===== config.mk =====
export PLATFORM = sky130hd
export DESIGN_NAME = streaming_quantile_window_tracker_flat
export DESIGN_NICKNAME = d
export VERILOG_FILES = /design/src/hw/rtl/sqwt_pkg.sv /design/src/hw/rtl/sqwt_if.sv /design/src/hw/rtl/sqwt_track_unit.sv /design/src/hw/rtl/streaming_quantile_window_tracker.sv /design/src/flat_wrapper.sv
export SDC_FILE = /design/constraint.sdc
export NUM_CORES = 2
export LEC_CHECK = 0
export BUFFER_PORTS_ARGS = -buffer_cell sky130_fd_sc_hd__buf_2
export CELL_PAD_IN_SITES_DETAIL_PLACEMENT = 0
export CELL_PAD_IN_SITES_GLOBAL_PLACEMENT = 1
export CORE_ASPECT_RATIO = 1.2
export CORE_MARGIN = 3
export CORE_UTILIZATION = 57
export CTS_CLUSTER_SIZE = 8
export DETAILED_ROUTE_END_ITERATION = 7
export PLACE_DENSITY_LB_ADDON = 0.1
export SLEW_MARGIN = 15
export SYNTH_ARGS = -nofsm -noshare
export SYNTH_HDL_FRONTEND = slang
export SYNTH_SLANG_ARGS = --single-unit

===== constraint.sdc =====
create_clock -name clk -period 21.1 [get_ports clk]
set_input_delay 3.165 -clock clk [delete_from_list [all_inputs] [get_ports clk]]
set_output_delay 3.165 -clock clk [all_outputs]
set_load 0.005 [all_outputs]

===== src/hw/rtl/sqwt_pkg.sv =====
package sqwt_pkg;

    // Width of the sample field and of the estimate, minimum, maximum and count fields on the channels.
    localparam int FIELD_W = 32;
    // Width of the sample and below counters.
    localparam int CNT_W = 32;
    // Quantile fraction: 17 bits, where 1 << Q_FRAC stands for 1.0.
    localparam int Q_W = 17;
    localparam int Q_FRAC = 16;
    localparam int PROD_W = Q_W + CNT_W;
    // Track count register width and the number of tracks the result carries.
    localparam int TC_W = 3;
    localparam int OUT_TRACKS = 4;
    localparam int OUT_IDX_W = 2;
    localparam int CFG_IDX_W = 3;

    // Configuration register indexes.
    localparam logic [CFG_IDX_W-1:0] REG_TRACK_COUNT = 3'd0;
    localparam logic [CFG_IDX_W-1:0] REG_QUANTILE_0 = 3'd1;
    localparam logic [CFG_IDX_W-1:0] REG_QUANTILE_1 = 3'd2;
    localparam logic [CFG_IDX_W-1:0] REG_QUANTILE_2 = 3'd3;
    localparam logic [CFG_IDX_W-1:0] REG_QUANTILE_3 = 3'd4;

endpackage


===== src/hw/rtl/sqwt_if.sv =====
// Sample request channel.
interface sqwt_sample_if;
    logic                          valid;
    logic                          ready;
    logic [sqwt_pkg::FIELD_W-1:0]  sample;

    modport source (output valid, output sample, input ready);
    modport sink (input valid, input sample, output ready);
endinterface

// Result request channel.
interface sqwt_result_if;
    logic                              valid;
    logic                              ready;
    logic [sqwt_pkg::FIELD_W-1:0]      estimate_0;
    logic [sqwt_pkg::FIELD_W-1:0]      estimate_1;
    logic [sqwt_pkg::FIELD_W-1:0]      estimate_2;
    logic [sqwt_pkg::FIELD_W-1:0]      estimate_3;
    logic [sqwt_pkg::FIELD_W-1:0]      smallest_seen;
    logic [sqwt_pkg::FIELD_W-1:0]      largest_seen;
    logic [sqwt_pkg::FIELD_W-1:0]      samples_seen;
    logic [sqwt_pkg::OUT_TRACKS-1:0]   tracks_ready;

    modport source (output valid, output estimate_0, output estimate_1, output estimate_2,
                    output estimate_3, output smallest_seen, output largest_seen,
                    output samples_seen, output tracks_ready, input ready);
    modport sink (input valid, input estimate_0, input estimate_1, input estimate_2,
                  input estimate_3, input smallest_seen, input largest_seen,
                  input samples_seen, input tracks_ready, output ready);
endinterface


===== src/hw/rtl/sqwt_track_unit.sv =====
// Window memory and the per-track read, insert and write-back datapath.
// The filled part of each track row is kept sorted, so seeding needs no extra sort.
module sqwt_track_unit #(
    parameter int TRACKS = 4,
    parameter int HALF_WINDOW = 2,
    parameter int SAMPLE_BITS = 32,
    localparam int IDX_W = (TRACKS > 1) ? $clog2(TRACKS) : 1
) (
    input  logic                                 clk,
    input  logic                                 rst_n,
    input  logic                                 issue_en,
    input  logic [IDX_W-1:0]                     issue_idx,
    input  logic [sqwt_pkg::Q_W-1:0]             issue_quantile,
    input  logic [sqwt_pkg::CNT_W-1:0]           total,
    input  logic [SAMPLE_BITS-1:0]               sample,
    output logic [TRACKS-1:0][SAMPLE_BITS-1:0]   estimates,
    output logic [TRACKS-1:0]                    seeded
);

    localparam int WIN = 2 * HALF_WINDOW + 1;
    localparam int FW = $clog2(WIN + 2);
    localparam int CW = sqwt_pkg::CNT_W;
    localparam int PW = sqwt_pkg::PROD_W;
    localparam int TW = PW - sqwt_pkg::Q_FRAC;
    localparam logic [FW-1:0] FILL_FULL = FW'(WIN);
    localparam logic [FW-1:0] FILL_SEEDED = FW'(WIN + 1);

    typedef logic [WIN-1:0][SAMPLE_BITS-1:0] row_t;

    row_t                    win_mem [TRACKS];
    row_t                    rd_row_reg;
    logic                    upd_vld_reg;
    logic [IDX_W-1:0]        upd_idx_reg;
    logic [PW-1:0]           prod_reg;

    logic [FW-1:0]           fill_reg [TRACKS];
    logic [FW-1:0]           fill_next [TRACKS];
    logic [CW-1:0]           below_reg [TRACKS];
    logic [CW-1:0]           below_next [TRACKS];
    logic [SAMPLE_BITS-1:0]  est_reg [TRACKS];
    logic [SAMPLE_BITS-1:0]  est_next [TRACKS];

    logic [FW-1:0]           fill_cur;
    logic                    warm;
    logic                    seeding;
    logic [SAMPLE_BITS-1:0]  est_cur;
    logic [CW-1:0]           below_cur;
    logic [CW-1:0]           below_new;
    logic                    count_up;
    logic [TW-1:0]           target;
    logic                    drop_large;
    logic [WIN-1:0]          lt_row;
    logic [WIN-2:0][SAMPLE_BITS-1:0] base;
    logic [WIN-2:0]          lt_base;
    row_t                    new_row;

    // Memory: one row per track, read registered, written by the update stage.
    always_ff @(posedge clk)
    begin
        if (upd_vld_reg)
        begin
            win_mem[upd_idx_reg] <= new_row;
        end
        if (issue_en)
        begin
            rd_row_reg <= win_mem[issue_idx];
        end
    end

    always_ff @(posedge clk)
    begin
        if (issue_en)
        begin
            upd_idx_reg <= issue_idx;
            prod_reg <= PW'(issue_quantile) * PW'(total);
        end
    end

    always_comb
    begin
        fill_cur = fill_reg[upd_idx_reg];
        warm = fill_cur < FILL_FULL;
        seeding = fill_cur == FILL_FULL;
        est_cur = seeding ? rd_row_reg[HALF_WINDOW] : est_reg[upd_idx_reg];
        below_cur = seeding ? CW'(HALF_WINDOW) : below_reg[upd_idx_reg];
        count_up = (sample < est_cur) && (below_cur != '1);
        below_new = below_cur + CW'(count_up);
        target = prod_reg[PW-1:sqwt_pkg::Q_FRAC];
        // The comparison against the target is taken on the old count in
        // both forms, so it runs beside the sample compare.
        drop_large = count_up ? ({1'b0, below_cur} >= target)
                              : ({1'b0, below_cur} > target);

        for (int k = 0; k < WIN; k++)
        begin
            lt_row[k] = rd_row_reg[k] < sample;
        end

        for (int k = 0; k < WIN - 1; k++)
        begin
            if (warm)
            begin
                base[k] = rd_row_reg[k];
                lt_base[k] = lt_row[k] && (FW'(k) < fill_cur);
            end
            else if (drop_large)
            begin
                base[k] = rd_row_reg[k];
                lt_base[k] = lt_row[k];
            end
            else
            begin
                base[k] = rd_row_reg[k + 1];
                lt_base[k] = lt_row[k + 1];
            end
        end

        // Sorted insert: entries below the sample stay, the sample takes the
        // first place where the base is not below it, the rest move up.
        new_row[0] = lt_base[0] ? base[0] : sample;
        for (int k = 1; k < WIN - 1; k++)
        begin
            new_row[k] = lt_base[k] ? base[k] : (lt_base[k - 1] ? sample : base[k - 1]);
        end
        new_row[WIN - 1] = lt_base[WIN - 2] ? sample : base[WIN - 2];

        for (int t = 0; t < TRACKS; t++)
        begin
            fill_next[t] = fill_reg[t];
            below_next[t] = below_reg[t];
            est_next[t] = est_reg[t];
        end
        if (upd_vld_reg)
        begin
            if (warm)
            begin
                fill_next[upd_idx_reg] = fill_cur + FW'(1);
            end
            else
            begin
                fill_next[upd_idx_reg] = FILL_SEEDED;
                below_next[upd_idx_reg] = below_new;
                est_next[upd_idx_reg] = new_row[HALF_WINDOW];
            end
        end
    end

    always_ff @(posedge clk or negedge rst_n)
    begin
        if (!rst_n)
        begin
            upd_vld_reg <= 1'b0;
            for (int t = 0; t < TRACKS; t++)
            begin
                fill_reg[t] <= '0;
                below_reg[t] <= '0;
                est_reg[t] <= '0;
            end
        end
        else
        begin
            upd_vld_reg <= issue_en;
            for (int t = 0; t < TRACKS; t++)
            begin
                fill_reg[t] <= fill_next[t];
                below_reg[t] <= below_next[t];
                est_reg[t] <= est_next[t];
            end
        end
    end

    always_comb
    begin
        for (int t = 0; t < TRACKS; t++)
        begin
            estimates[t] = est_reg[t];
            seeded[t] = fill_reg[t] == FILL_SEEDED;
        end
    end

    // A row is never read in the same cycle as it is written back.
    assert property (@(posedge clk) disable iff (!rst_n)
        (issue_en && upd_vld_reg) |-> (issue_idx != upd_idx_reg))
        else $error("window row read while its update is in flight");

    // The seeding update marks its track as ready.
    assert property (@(posedge clk) disable iff (!rst_n)
        (upd_vld_reg && seeding) |=> seeded[$past(upd_idx_reg)])
        else $error("track not marked ready after seeding");

    // A seeded row stays sorted, so its median lies between its ends.
    assert property (@(posedge clk) disable iff (!rst_n)
        (upd_vld_reg && !warm) |-> ((new_row[0] <= new_row[HALF_WINDOW])
                                    && (new_row[HALF_WINDOW] <= new_row[WIN - 1])))
        else $error("window row lost its order");

endmodule


===== src/hw/rtl/streaming_quantile_window_tracker.sv =====
// A sample request is taken in IDLE; RUN then issues one window memory read per
// active track, each followed by a sorted-insert write-back that overlaps the
// next track's read; FINISH loads the result into the output register. A new
// sample is taken only after the result has been loaded.
// Reset (rst_n, asynchronous, active low) clears counters, maximum, estimates and
// track fill state and sets the minimum to all ones; the window memory itself is not cleared.
module streaming_quantile_window_tracker #(
    parameter int TRACKS = 4,
    parameter int HALF_WINDOW = 2,
    parameter int SAMPLE_BITS = 32
) (
    input  logic                              clk,
    input  logic                              rst_n,
    input  logic                              cfg_we,
    input  logic [sqwt_pkg::CFG_IDX_W-1:0]    cfg_index,
    input  logic [sqwt_pkg::Q_W-1:0]          cfg_data,
    sqwt_sample_if.sink                       samples,
    sqwt_result_if.source                     results
);

    localparam int IDX_W = (TRACKS > 1) ? $clog2(TRACKS) : 1;
    localparam int FW = sqwt_pkg::FIELD_W;
    localparam int CW = sqwt_pkg::CNT_W;
    localparam int TCW = sqwt_pkg::TC_W;
    localparam int OT = sqwt_pkg::OUT_TRACKS;
    localparam logic [TCW-1:0] TRACKS_MAX = TCW'(TRACKS);

    // One-hot sequencer: IDLE takes a sample request, RUN walks the active
    // tracks through the window memory, FINISH hands the result over.
    typedef enum logic [2:0] {
        ST_IDLE   = 3'b001,
        ST_RUN    = 3'b010,
        ST_FINISH = 3'b100
    } state_t;

    state_t                      state_reg;
    state_t                      state_next;

    // Configuration registers.
    logic [TCW-1:0]              track_count_reg;
    logic [sqwt_pkg::Q_W-1:0]    quantile_reg [OT];

    // Global statistics and per-request control.
    logic [CW-1:0]               total_reg;
    logic [CW-1:0]               total_next;
    logic [SAMPLE_BITS-1:0]      min_reg;
    logic [SAMPLE_BITS-1:0]      max_reg;
    logic [SAMPLE_BITS-1:0]      sample_reg;
    logic [SAMPLE_BITS-1:0]      sample_in;
    logic [TCW-1:0]              active_reg;
    logic [TCW-1:0]              active_now;
    logic [TCW-1:0]              iss_cnt_reg;
    logic [TCW-1:0]              iss_cnt_next;

    logic                        accept;
    logic                        issue_en;
    logic                        load_result;

    logic [TRACKS-1:0][SAMPLE_BITS-1:0] estimates;
    logic [TRACKS-1:0]                  seeded;
    logic [OT-1:0][FW-1:0]              est_pad;
    logic [OT-1:0]                      ready_pad;

    // Output register: the result waits here while the next sample is taken.
    logic                        res_vld_reg;
    logic [OT-1:0][FW-1:0]       res_est_reg;
    logic [FW-1:0]               res_min_reg;
    logic [FW-1:0]               res_max_reg;
    logic [FW-1:0]               res_total_reg;
    logic [OT-1:0]               res_ready_reg;

    // Configuration writes.
    always_ff @(posedge clk or negedge rst_n)
    begin
        if (!rst_n)
        begin
            track_count_reg <= TCW'(1);
            for (int i = 0; i < OT; i++)
            begin
                quantile_reg[i] <= sqwt_pkg::Q_W'(32768);
            end
        end
        else if (cfg_we)
        begin
            case (cfg_index)
                sqwt_pkg::REG_TRACK_COUNT: track_count_reg <= cfg_data[TCW-1:0];
                sqwt_pkg::REG_QUANTILE_0:  quantile_reg[0] <= cfg_data;
                sqwt_pkg::REG_QUANTILE_1:  quantile_reg[1] <= cfg_data;
                sqwt_pkg::REG_QUANTILE_2:  quantile_reg[2] <= cfg_data;
                sqwt_pkg::REG_QUANTILE_3:  quantile_reg[3] <= cfg_data;
                default: ;
            endcase
        end
    end

    assign samples.ready = (state_reg == ST_IDLE);
    assign accept = samples.valid && samples.ready;
    assign sample_in = SAMPLE_BITS'(samples.sample);
    // A track count above the number of built tracks uses all of them.
    assign active_now = (track_count_reg > TRACKS_MAX) ? TRACKS_MAX : track_count_reg;
    assign issue_en = (state_reg == ST_RUN) && (iss_cnt_reg < active_reg);
    assign load_result = (state_reg == ST_FINISH) && (!res_vld_reg || results.ready);
    // The sample counter saturates rather than wrapping.
    assign total_next = (total_reg == '1) ? total_reg : total_reg + CW'(1);

    always_comb
    begin
        state_next = state_reg;
        iss_cnt_next = iss_cnt_reg;
        case (state_reg)
            ST_IDLE:
            begin
                if (accept)
                begin
                    iss_cnt_next = '0;
                    state_next = (active_now == '0) ? ST_FINISH : ST_RUN;
                end
            end
            ST_RUN:
            begin
                // Once the last track has been issued, its write-back
                // completes in this cycle.
                if (issue_en)
                begin
                    iss_cnt_next = iss_cnt_reg + TCW'(1);
                end
                else
                begin
                    state_next = ST_FINISH;
                end
            end
            ST_FINISH:
            begin
                if (load_result)
                begin
                    state_next = ST_IDLE;
                end
            end
            default:
            begin
                state_next = ST_IDLE;
            end
        endcase
    end

    always_ff @(posedge clk or negedge rst_n)
    begin
        if (!rst_n)
        begin
            state_reg <= ST_IDLE;
            iss_cnt_reg <= '0;
            active_reg <= '0;
            total_reg <= '0;
            min_reg <= '1;
            max_reg <= '0;
        end
        else
        begin
            state_reg <= state_next;
            iss_cnt_reg <= iss_cnt_next;
            if (accept)
            begin
                active_reg <= active_now;
                total_reg <= total_next;
                if (sample_in < min_reg)
                begin
                    min_reg <= sample_in;
                end
                if (sample_in > max_reg)
                begin
                    max_reg <= sample_in;
                end
            end
        end
    end

    always_ff @(posedge clk)
    begin
        if (accept)
        begin
            sample_reg <= sample_in;
        end
    end

    sqwt_track_unit #(
        .TRACKS      (TRACKS),
        .HALF_WINDOW (HALF_WINDOW),
        .SAMPLE_BITS (SAMPLE_BITS)
    ) u_track (
        .clk            (clk),
        .rst_n          (rst_n),
        .issue_en       (issue_en),
        .issue_idx      (iss_cnt_reg[IDX_W-1:0]),
        .issue_quantile (quantile_reg[iss_cnt_reg[sqwt_pkg::OUT_IDX_W-1:0]]),
        .total          (total_reg),
        .sample         (sample_reg),
        .estimates      (estimates),
        .seeded         (seeded)
    );

    // Result slots for tracks that are not built read as zero.
    for (genvar g = 0; g < OT; g++)
    begin : g_pad
        if (g < TRACKS)
        begin : g_built
            assign est_pad[g] = FW'(estimates[g]);
            assign ready_pad[g] = seeded[g];
        end
        else
        begin : g_absent
            assign est_pad[g] = '0;
            assign ready_pad[g] = 1'b0;
        end
    end

    always_ff @(posedge clk or negedge rst_n)
    begin
        if (!rst_n)
        begin
            res_vld_reg <= 1'b0;
        end
        else if (load_result)
        begin
            res_vld_reg <= 1'b1;
        end
        else if (results.ready)
        begin
            res_vld_reg <= 1'b0;
        end
    end

    always_ff @(posedge clk)
    begin
        if (load_result)
        begin
            res_est_reg <= est_pad;
            res_min_reg <= FW'(min_reg);
            res_max_reg <= FW'(max_reg);
            res_total_reg <= total_reg;
            res_ready_reg <= ready_pad;
        end
    end

    assign results.valid = res_vld_reg;
    assign results.estimate_0 = res_est_reg[0];
    assign results.estimate_1 = res_est_reg[1];
    assign results.estimate_2 = res_est_reg[2];
    assign results.estimate_3 = res_est_reg[3];
    assign results.smallest_seen = res_min_reg;
    assign results.largest_seen = res_max_reg;
    assign results.samples_seen = res_total_reg;
    assign results.tracks_ready = res_ready_reg;

    // When the issue count runs out, the sequencer moves on to hand over.
    assert property (@(posedge clk) disable iff (!rst_n)
        (state_reg == ST_RUN && !issue_en) |=> (state_reg == ST_FINISH))
        else $error("sequencer stayed in RUN after the last track");

    // Once any sample has arrived, the minimum cannot exceed the maximum.
    assert property (@(posedge clk) disable iff (!rst_n)
        (total_reg != '0) |-> (min_reg <= max_reg))
        else $error("minimum above maximum");

    // Each accepted sample moves the counter up or leaves it saturated.
    assert property (@(posedge clk) disable iff (!rst_n)
        accept |=> ((total_reg != '0) && (total_reg >= $past(total_reg))))
        else $error("sample counter went backwards");

endmodule

===== src/flat_wrapper.sv =====
// flat-port wrapper written by rule: the top's interface ports become plain ports
module streaming_quantile_window_tracker_flat 
#(
    parameter int TRACKS = 4,
    parameter int HALF_WINDOW = 2,
    parameter int SAMPLE_BITS = 32
)
  (clk, rst_n, cfg_we, cfg_index, cfg_data, samples_valid, samples_sample, samples_ready, results_valid, results_estimate_0, results_estimate_1, results_estimate_2, results_estimate_3, results_smallest_seen, results_largest_seen, results_samples_seen, results_tracks_ready, results_ready);
  sqwt_sample_if samples_i ();
  sqwt_result_if results_i ();
  input  logic clk;
  input  logic rst_n;
  input  logic cfg_we;
  input  logic [sqwt_pkg::CFG_IDX_W-1:0] cfg_index;
  input  logic [sqwt_pkg::Q_W-1:0] cfg_data;
  input wire logic [$bits(samples_i.valid)-1:0] samples_valid;
  input wire logic [$bits(samples_i.sample)-1:0] samples_sample;
  output wire logic [$bits(samples_i.ready)-1:0] samples_ready;
  output wire logic [$bits(results_i.valid)-1:0] results_valid;
  output wire logic [$bits(results_i.estimate_0)-1:0] results_estimate_0;
  output wire logic [$bits(results_i.estimate_1)-1:0] results_estimate_1;
  output wire logic [$bits(results_i.estimate_2)-1:0] results_estimate_2;
  output wire logic [$bits(results_i.estimate_3)-1:0] results_estimate_3;
  output wire logic [$bits(results_i.smallest_seen)-1:0] results_smallest_seen;
  output wire logic [$bits(results_i.largest_seen)-1:0] results_largest_seen;
  output wire logic [$bits(results_i.samples_seen)-1:0] results_samples_seen;
  output wire logic [$bits(results_i.tracks_ready)-1:0] results_tracks_ready;
  input wire logic [$bits(results_i.ready)-1:0] results_ready;
  assign samples_i.valid = samples_valid;
  assign samples_i.sample = samples_sample;
  assign samples_ready = samples_i.ready;
  assign results_valid = results_i.valid;
  assign results_estimate_0 = results_i.estimate_0;
  assign results_estimate_1 = results_i.estimate_1;
  assign results_estimate_2 = results_i.estimate_2;
  assign results_estimate_3 = results_i.estimate_3;
  assign results_smallest_seen = results_i.smallest_seen;
  assign results_largest_seen = results_i.largest_seen;
  assign results_samples_seen = results_i.samples_seen;
  assign results_tracks_ready = results_i.tracks_ready;
  assign results_i.ready = results_ready;
  streaming_quantile_window_tracker #(.TRACKS(TRACKS), .HALF_WINDOW(HALF_WINDOW), .SAMPLE_BITS(SAMPLE_BITS)) u_core (.clk(clk), .rst_n(rst_n), .cfg_we(cfg_we), .cfg_index(cfg_index), .cfg_data(cfg_data), .samples(samples_i), .results(results_i));
endmodule

Word-level counts from Yosys, hierarchy flattened
Memory sizes are Yosys's and may differ from the RTL's. A register that Yosys moved wholly into a read port is not among the register bits.
Index checks and enable logic that the tools add are counted.
W data, S select, Z words.
{"block": "totals", "ff_bits": 757, "mem_bits_rw": 640, "in_bits": 57, "out_inout_bits": 230, "wordCells": 173, "mem_count": 1}
{"name": "u_core.u_track.win_mem", "depth": 4, "word_bits": 160, "read_ports": 1, "rd_clocked_by_memory_dff": 1, "write_ports": 1, "line": "sqwt_track_unit.sv:30", "text": "row_t win_mem [TRACKS];"}
{"block": "classes", "add_sub_neg": 4, "n_mul": 1, "order_cmp": 20, "n_eq_ne": 18, "n_mux": 60, "bitwise_logic": 7, "reduce_logical": 26}
{"operator": "$mux W32", "n": 23}
{"operator": "$bwmux W128", "n": 2}
{"operator": "$lt A32 B32 Y1", "n": 7}
{"operator": "$bmux W32 S2", "n": 2}
{"operator": "$demux W32 S2", "n": 1}
{"operator": "$mul A17 B32 Y49", "n": 1}
{"operator": "$bmux W17 S2", "n": 1}
{"operator": "$mux W17", "n": 2}
{"operator": "$ge A32 B33 Y1", "n": 1}
{"operator": "$gt A32 B33 Y1", "n": 1}
{"operator": "$add A32 B1 Y32", "n": 1}
{"operator": "$add A32 B1 Y32 const B", "n": 1}
{"operator": "$eq A32 B32 Y1 const B", "n": 1}
{"operator": "$gt A32 B32 Y1", "n": 1}
{"operator": "$ne A32 B32 Y1 const B", "n": 1}
{"operator": "$mux W3", "n": 10}
{"operator": "$eq A3 B3 Y1 const B", "n": 7}
{"operator": "$reduce_and A2 Y1", "n": 9}
{"operator": "$mux W1", "n": 13}
{"operator": "$bwmux W12", "n": 1}
{"operator": "$mux W12", "n": 1}
{"operator": "$eq A3 B2 Y1 const B", "n": 3}
{"operator": "$logic_and A1 B1 Y1", "n": 9}
{"operator": "$pmux W3 S3", "n": 1}
{"operator": "24 further kinds", "n": 36}

Depth between registers and ports, before layout
{"block": "logic_depth", "word_depth": 14, "ltp_mapped": 30, "depth_no_buf": 26}

Cells and area by module
A second synthesis with hierarchy kept.
{"block": "hier_totals", "hier_cells": 6428, "hier_area_um2": 85151.7}
{"module": "sqwt_track_unit", "n_inst": 1, "cells_per_inst": 5444, "area_per_inst_um2": 68288.0, "seq_area_each_um2": 31805.5}
{"module": "streaming_quantile_window_tracker", "n_inst": 1, "cells_per_inst": 984, "area_per_inst_um2": 16863.7, "seq_area_each_um2": 12284.3}

Worst setup path after synthesis
No wires, ideal clock.
{"block": "synth_path", "path_type": "in2reg", "from": "input results_ready", "to": "register u_core.res_est_reg, in the netlist u_core.results.estimate_0[0], enable pin", "setup_ps": 821, "arrival_ps": 12638, "required_time_ps": 20279, "slack_ps": 7641, "path_stages": 2, "path_buffers": 0, "path_cell_list": "nor2b_1 -> nor2_1"}
{"block": "synth_between", "elab_chain_cells": 2}
{"element": "start, declared", "line": "flat_wrapper.sv:28", "text": "input wire logic [$bits(results_i.ready)-1:0] results_ready;"}
{"element": "$logic_or A1 B1 Y1", "line": "streaming_quantile_window_tracker.sv:102", "text": "assign load_result = (state_reg == ST_FINISH) && (!res_vld_reg || results.ready);"}
{"element": "$logic_and A1 B1 Y1", "line": "streaming_quantile_window_tracker.sv:102"}
{"element": "named net u_core.load_result", "line": "streaming_quantile_window_tracker.sv:57", "text": "logic load_result;"}
{"element": "end signal, assigned", "line": "streaming_quantile_window_tracker.sv:236", "text": "res_est_reg <= est_pad;"}
{"element": "end, declared", "line": "streaming_quantile_window_tracker.sv:66", "text": "logic [OT-1:0][FW-1:0] res_est_reg;"}
The timed path passes the listed nets, and every way through them passes these cells.
A chain may end at the register's enable or synchronous reset.

Worst setup path in the final report
{"block": "layout_path", "from": "register u_core.u_track.upd_idx_reg[0]", "to": "register u_core.u_track.est_reg, in the netlist u_core.u_track.estimates[8]"}
{"block": "layout_between", "elab_chain_cells": 14, "word_cells_on_any_way": 42, "classes_between": "8 x order compare; 2 x eq/ne; 25 x mux; 2 x bitwise; 5 x reduce/logical"}
{"element": "start, declared", "line": "sqwt_track_unit.sv:33", "text": "logic [IDX_W-1:0] upd_idx_reg;"}
{"element": "start signal, assigned", "line": "sqwt_track_unit.sv:74", "text": "upd_idx_reg <= issue_idx;"}
{"element": "$not A2 Y3 (not written as such) (*)"}
{"element": "$bmux W3 S2", "line": "sqwt_track_unit.sv:81", "text": "fill_cur = fill_reg[upd_idx_reg];"}
{"element": "$mux W3 (not written as such) (2 in series)", "line": "sqwt_track_unit.sv:81"}
{"element": "$eq A3 B3 Y1", "line": "sqwt_track_unit.sv:83", "text": "seeding = fill_cur == FILL_FULL;"}
{"element": "$mux W32, on equally long branches", "line": "sqwt_track_unit.sv:84, sqwt_track_unit.sv:85"}
{"element": "$lt A32 B32 Y1 / $ne A32 B32 Y1 (equally long branches)", "line": "sqwt_track_unit.sv:86", "text": "count_up = (sample < est_cur) && (below_cur != '1);"}
{"element": "$logic_and A1 B1 Y1", "line": "sqwt_track_unit.sv:86"}
{"element": "$mux W1", "line": "sqwt_track_unit.sv:91", "text": "drop_large = count_up ? ({1'b0, below_cur} >= target)"}
{"element": "$mux W32 / $mux W1 (equally long branches)", "line": "sqwt_track_unit.sv:106", "text": "else if (drop_large)"}
{"element": "$mux W32 / $mux W1 (equally long branches)", "line": "sqwt_track_unit.sv:101", "text": "if (warm)"}
{"element": "$mux W32 (2 in series)", "line": "sqwt_track_unit.sv:123", "text": "new_row[k] = lt_base[k] ? base[k] : (lt_base[k - 1] ? sample : base[k - 1]);"}
{"element": "$bwmux W128", "line": "sqwt_track_unit.sv:143", "text": "est_next[upd_idx_reg] = new_row[HALF_WINDOW];"}
{"element": "end signal, assigned by index", "line": "sqwt_track_unit.sv:167", "text": "est_reg[t] <= est_next[t];"}
{"element": "end, declared", "line": "sqwt_track_unit.sv:40", "text": "logic [SAMPLE_BITS-1:0] est_reg [TRACKS];"}
Mark *: on every way between the ends. The rest lies on a longest branch, timed or not. The select of a mux whose other input is x is not followed.

==> flow_summary.ini <==
[run_status]
status = completed

[setup_path]
crit_required_ps = 21730
timing.rr.end = u_core.u_track.estimates[8]
reg2reg_slack_ps = 11680
start_kind = flop
reg2regPathDepth = 20
end_kind = flop
reg2reg_from = u_core.u_track.upd_idx_reg[0]
arrival_ps = 10050
crit_fanout = 65
cp-startpoint = u_core.u_track.upd_idx_reg[0]
worstSetupPathType = reg2reg

[drt]
antenna_left = 0
vias = 51700
routed_wl_um = 228000
drt-pass1-iter-count = 6
drtIter0Drc = 4378
post-route-drc-count = 0
routedWlPerCell_um = 26.8
vias_per_cell = 6.08

[die]
die_w_um = 357
core.rowCount = 153
start_util_pct = 57.7
io_pins = 287
die_h_um = 427
fp.dieArea_sq_um = 152000
coreArea_sq_um = 146000

[placed_design]
place_ws_ps = 11710
placed_cell_area_sq_um = 87500
place_hpwl_um = 154000
io_buffers = 286
gp_congestion = 0.869

[logic_synthesis]
synth_top_area_share_pct = 39.1
ys_seq_area_share_pct = 52.4
ys_seq_elements = 1541
ys.flop_type = edfxtp_1
syn_area_per_cell_sq_um = 13.7
synth_fp_nets = 7066
ys_top_cells_by_area = edfxtp_1 (39%), dfrtp_1 (12%), fa_1 (11%)
ys_async_sr_fraction_pct = 28.9
synth_edf_count = 1095
syn-instance-count = 6152
yosys.area.top_type = edfxtp_1
ys_types = 73
netlist_area_sq_um = 84200
yosys_warnings = 0

[clock_tree]
h-tree-depth = 4
root_buffer = clkbuf_16
cts-hold-fix-buffers = 0
cts_sinks = 1541
clk_pin_slew_ps = 60
clk_latency_ps = 840
cts_tree = done
postCtsSetupRepairBufs = 0
cts_buffers = 211
clockBufferDepth = 3
cts_resized = 0

[layout]
final_cell_mix = edfxtp_1 (1095), nand2_1 (733), inv_1 (647)
largest_register_ffs = 640
mostFrequentLayoutCell = edfxtp_1
fin_nets = 7332
final_area_sq_um = 93600
syn_to_final_growth_pct = 11.2
layout-drive-gt1-share_pct = 18.0

[hold_path]
whs_endpoint = u_core.results.largest_seen[7]
hp-class = reg2reg
hold_path_depth = 0
min_from = u_core.max_reg[7]

[sta]
setup_violations = 0
post-route-min-period_ps = 9420
fin_ws_ps = 11680
rsz0062_at_grt = no
max_freq_mhz = 106
slew_headroom_pct = 15.8
drv_slew = 0
finalHoldViolations = 0
finalCritPeriodShare_pct = 44.6
worst_slew_pin_slew_ps = 1260
fin_skew_ps = 44.7
tns_ps = 0

[global_routing]
antenna_found_initial = 8
grt_usage_pct = 30.7
overflow = 0
grt_pass1_vias = 54700
grt_pass1_wl_um = 346000
grt_max_degree = 186

[pwr]
p_leak_uw = 0.0383
vdd_drop_max_v = 0.000102
power_uw = 10100
p_per_area_nw_per_um2 = 108

[run]
cap_violations = 0
## through the flow
| stage | utilization (%) | cells | hold slack (ps) |
|---|---|---|---|
| final | 64.2 | 8494 | 465 |
| after global routing | 64.2 | 8492 | 470 |
| after CTS | 64.2 | 8492 | 458 |
| after detailed placement | 60.0 | 8142 | 452 |
| after global placement | 60.0 | 8142 | 454 |
| after floorplan | - | 6152 | 423 |
## per-layer routing
layer	GRT usage, %	wire [um]	vias to the layer above	share of wire [%]
met5	0	45	-	0.020
met1	41.1	91300	26800	40
met3	6.11	18000	457	7.9
met2	50.0	110000	2037	48
li1	-	-	22400	-
met4	11.5	8750	6	3.8
## cell type report
type	count	area (sq um)
clock inverters	11	211
flip-flops and latches	1541	44100
multi-input cells	3650	36500
diodes	2	5.00
fillers	11000	52300
inverters	653	2490
clock buffers	339	5860
well taps	1937	2420
repair buffers	361	2040
## synth_stat cells (5+ instances only)
master and count:
a21o_1 72, mux2_4 25, o221ai_1 128, dfstp_2 38, a211oi_1 17, o31ai_1 5, fa_1 447, mux2i_1 256
nand4_1 57, mux2_2 247, nand2_1 738, o21ai_0 206, a21oi_1 87, nor4_1 7, xnor2_1 60, nor3_1 26
xor2_1 33, o21ai_1 32, mux4_2 244, edfxtp_1 1095, nor2b_1 28, nor2_1 67, a21boi_0 7, and2_1 242
buf_6 7, a31oi_1 9, inv_1 653, nand2b_1 22, nand3_1 39, ha_1 410, buf_2 46, and3_1 28
buf_4 9, buf_1 29, or2_2 8, o21a_1 23, dfrtp_1 408, and4_1 14, clkbuf_1 217
## power breakdown
part	leakage (uW)	total [uW]	internal (uW)	switching (uW)
sequential	0.0157	4020	3740	279
clock	0.00289	3130	1870	1260
combinational	0.0197	2930	1180	1750
## how the worst max path moves through the flow
stage / endpoint
3_5_place_dp: u_core.u_track.estimates[8]
6_report: u_core.u_track.estimates[8]
5_1_grt: u_core.u_track.estimates[12]
4_1_cts: u_core.u_track.estimates[110]
2_1_floorplan: u_core.results.estimate_0[0]
3_3_place_gp: u_core.u_track.estimates[0]
## worst max-delay path, stage by stage, from the launching register on
cell and delay [ps]:
edfxtp_1 340, buf_4 490, buf_4 710, mux4_2 680, inv_1 90, ha_1 260, nand2_4 390, buf_4 430
mux2i_1 180, ha_1 320, a21o_1 200, a21o_1 180, a221oi_1 710, a2bb2oi_1 370, a311oi_2 190, o21a_4 450
o31ai_4 310, buf_4 460, buf_4 960, or2_2 1000, o221ai_1 280
## logic make-up after synthesis
logic type	synth area share (%)
AND/OR/NAND/NOR	7.22
adder cells (fa/ha/maj)	16.7
flip-flops	52.4
XOR/XNOR	0.968
AO/OA/AOI/OAI	4.95
buffers and inverters	4.46
multiplexers	13.3
Note: power is estimated with default switching activity, not from simulation.
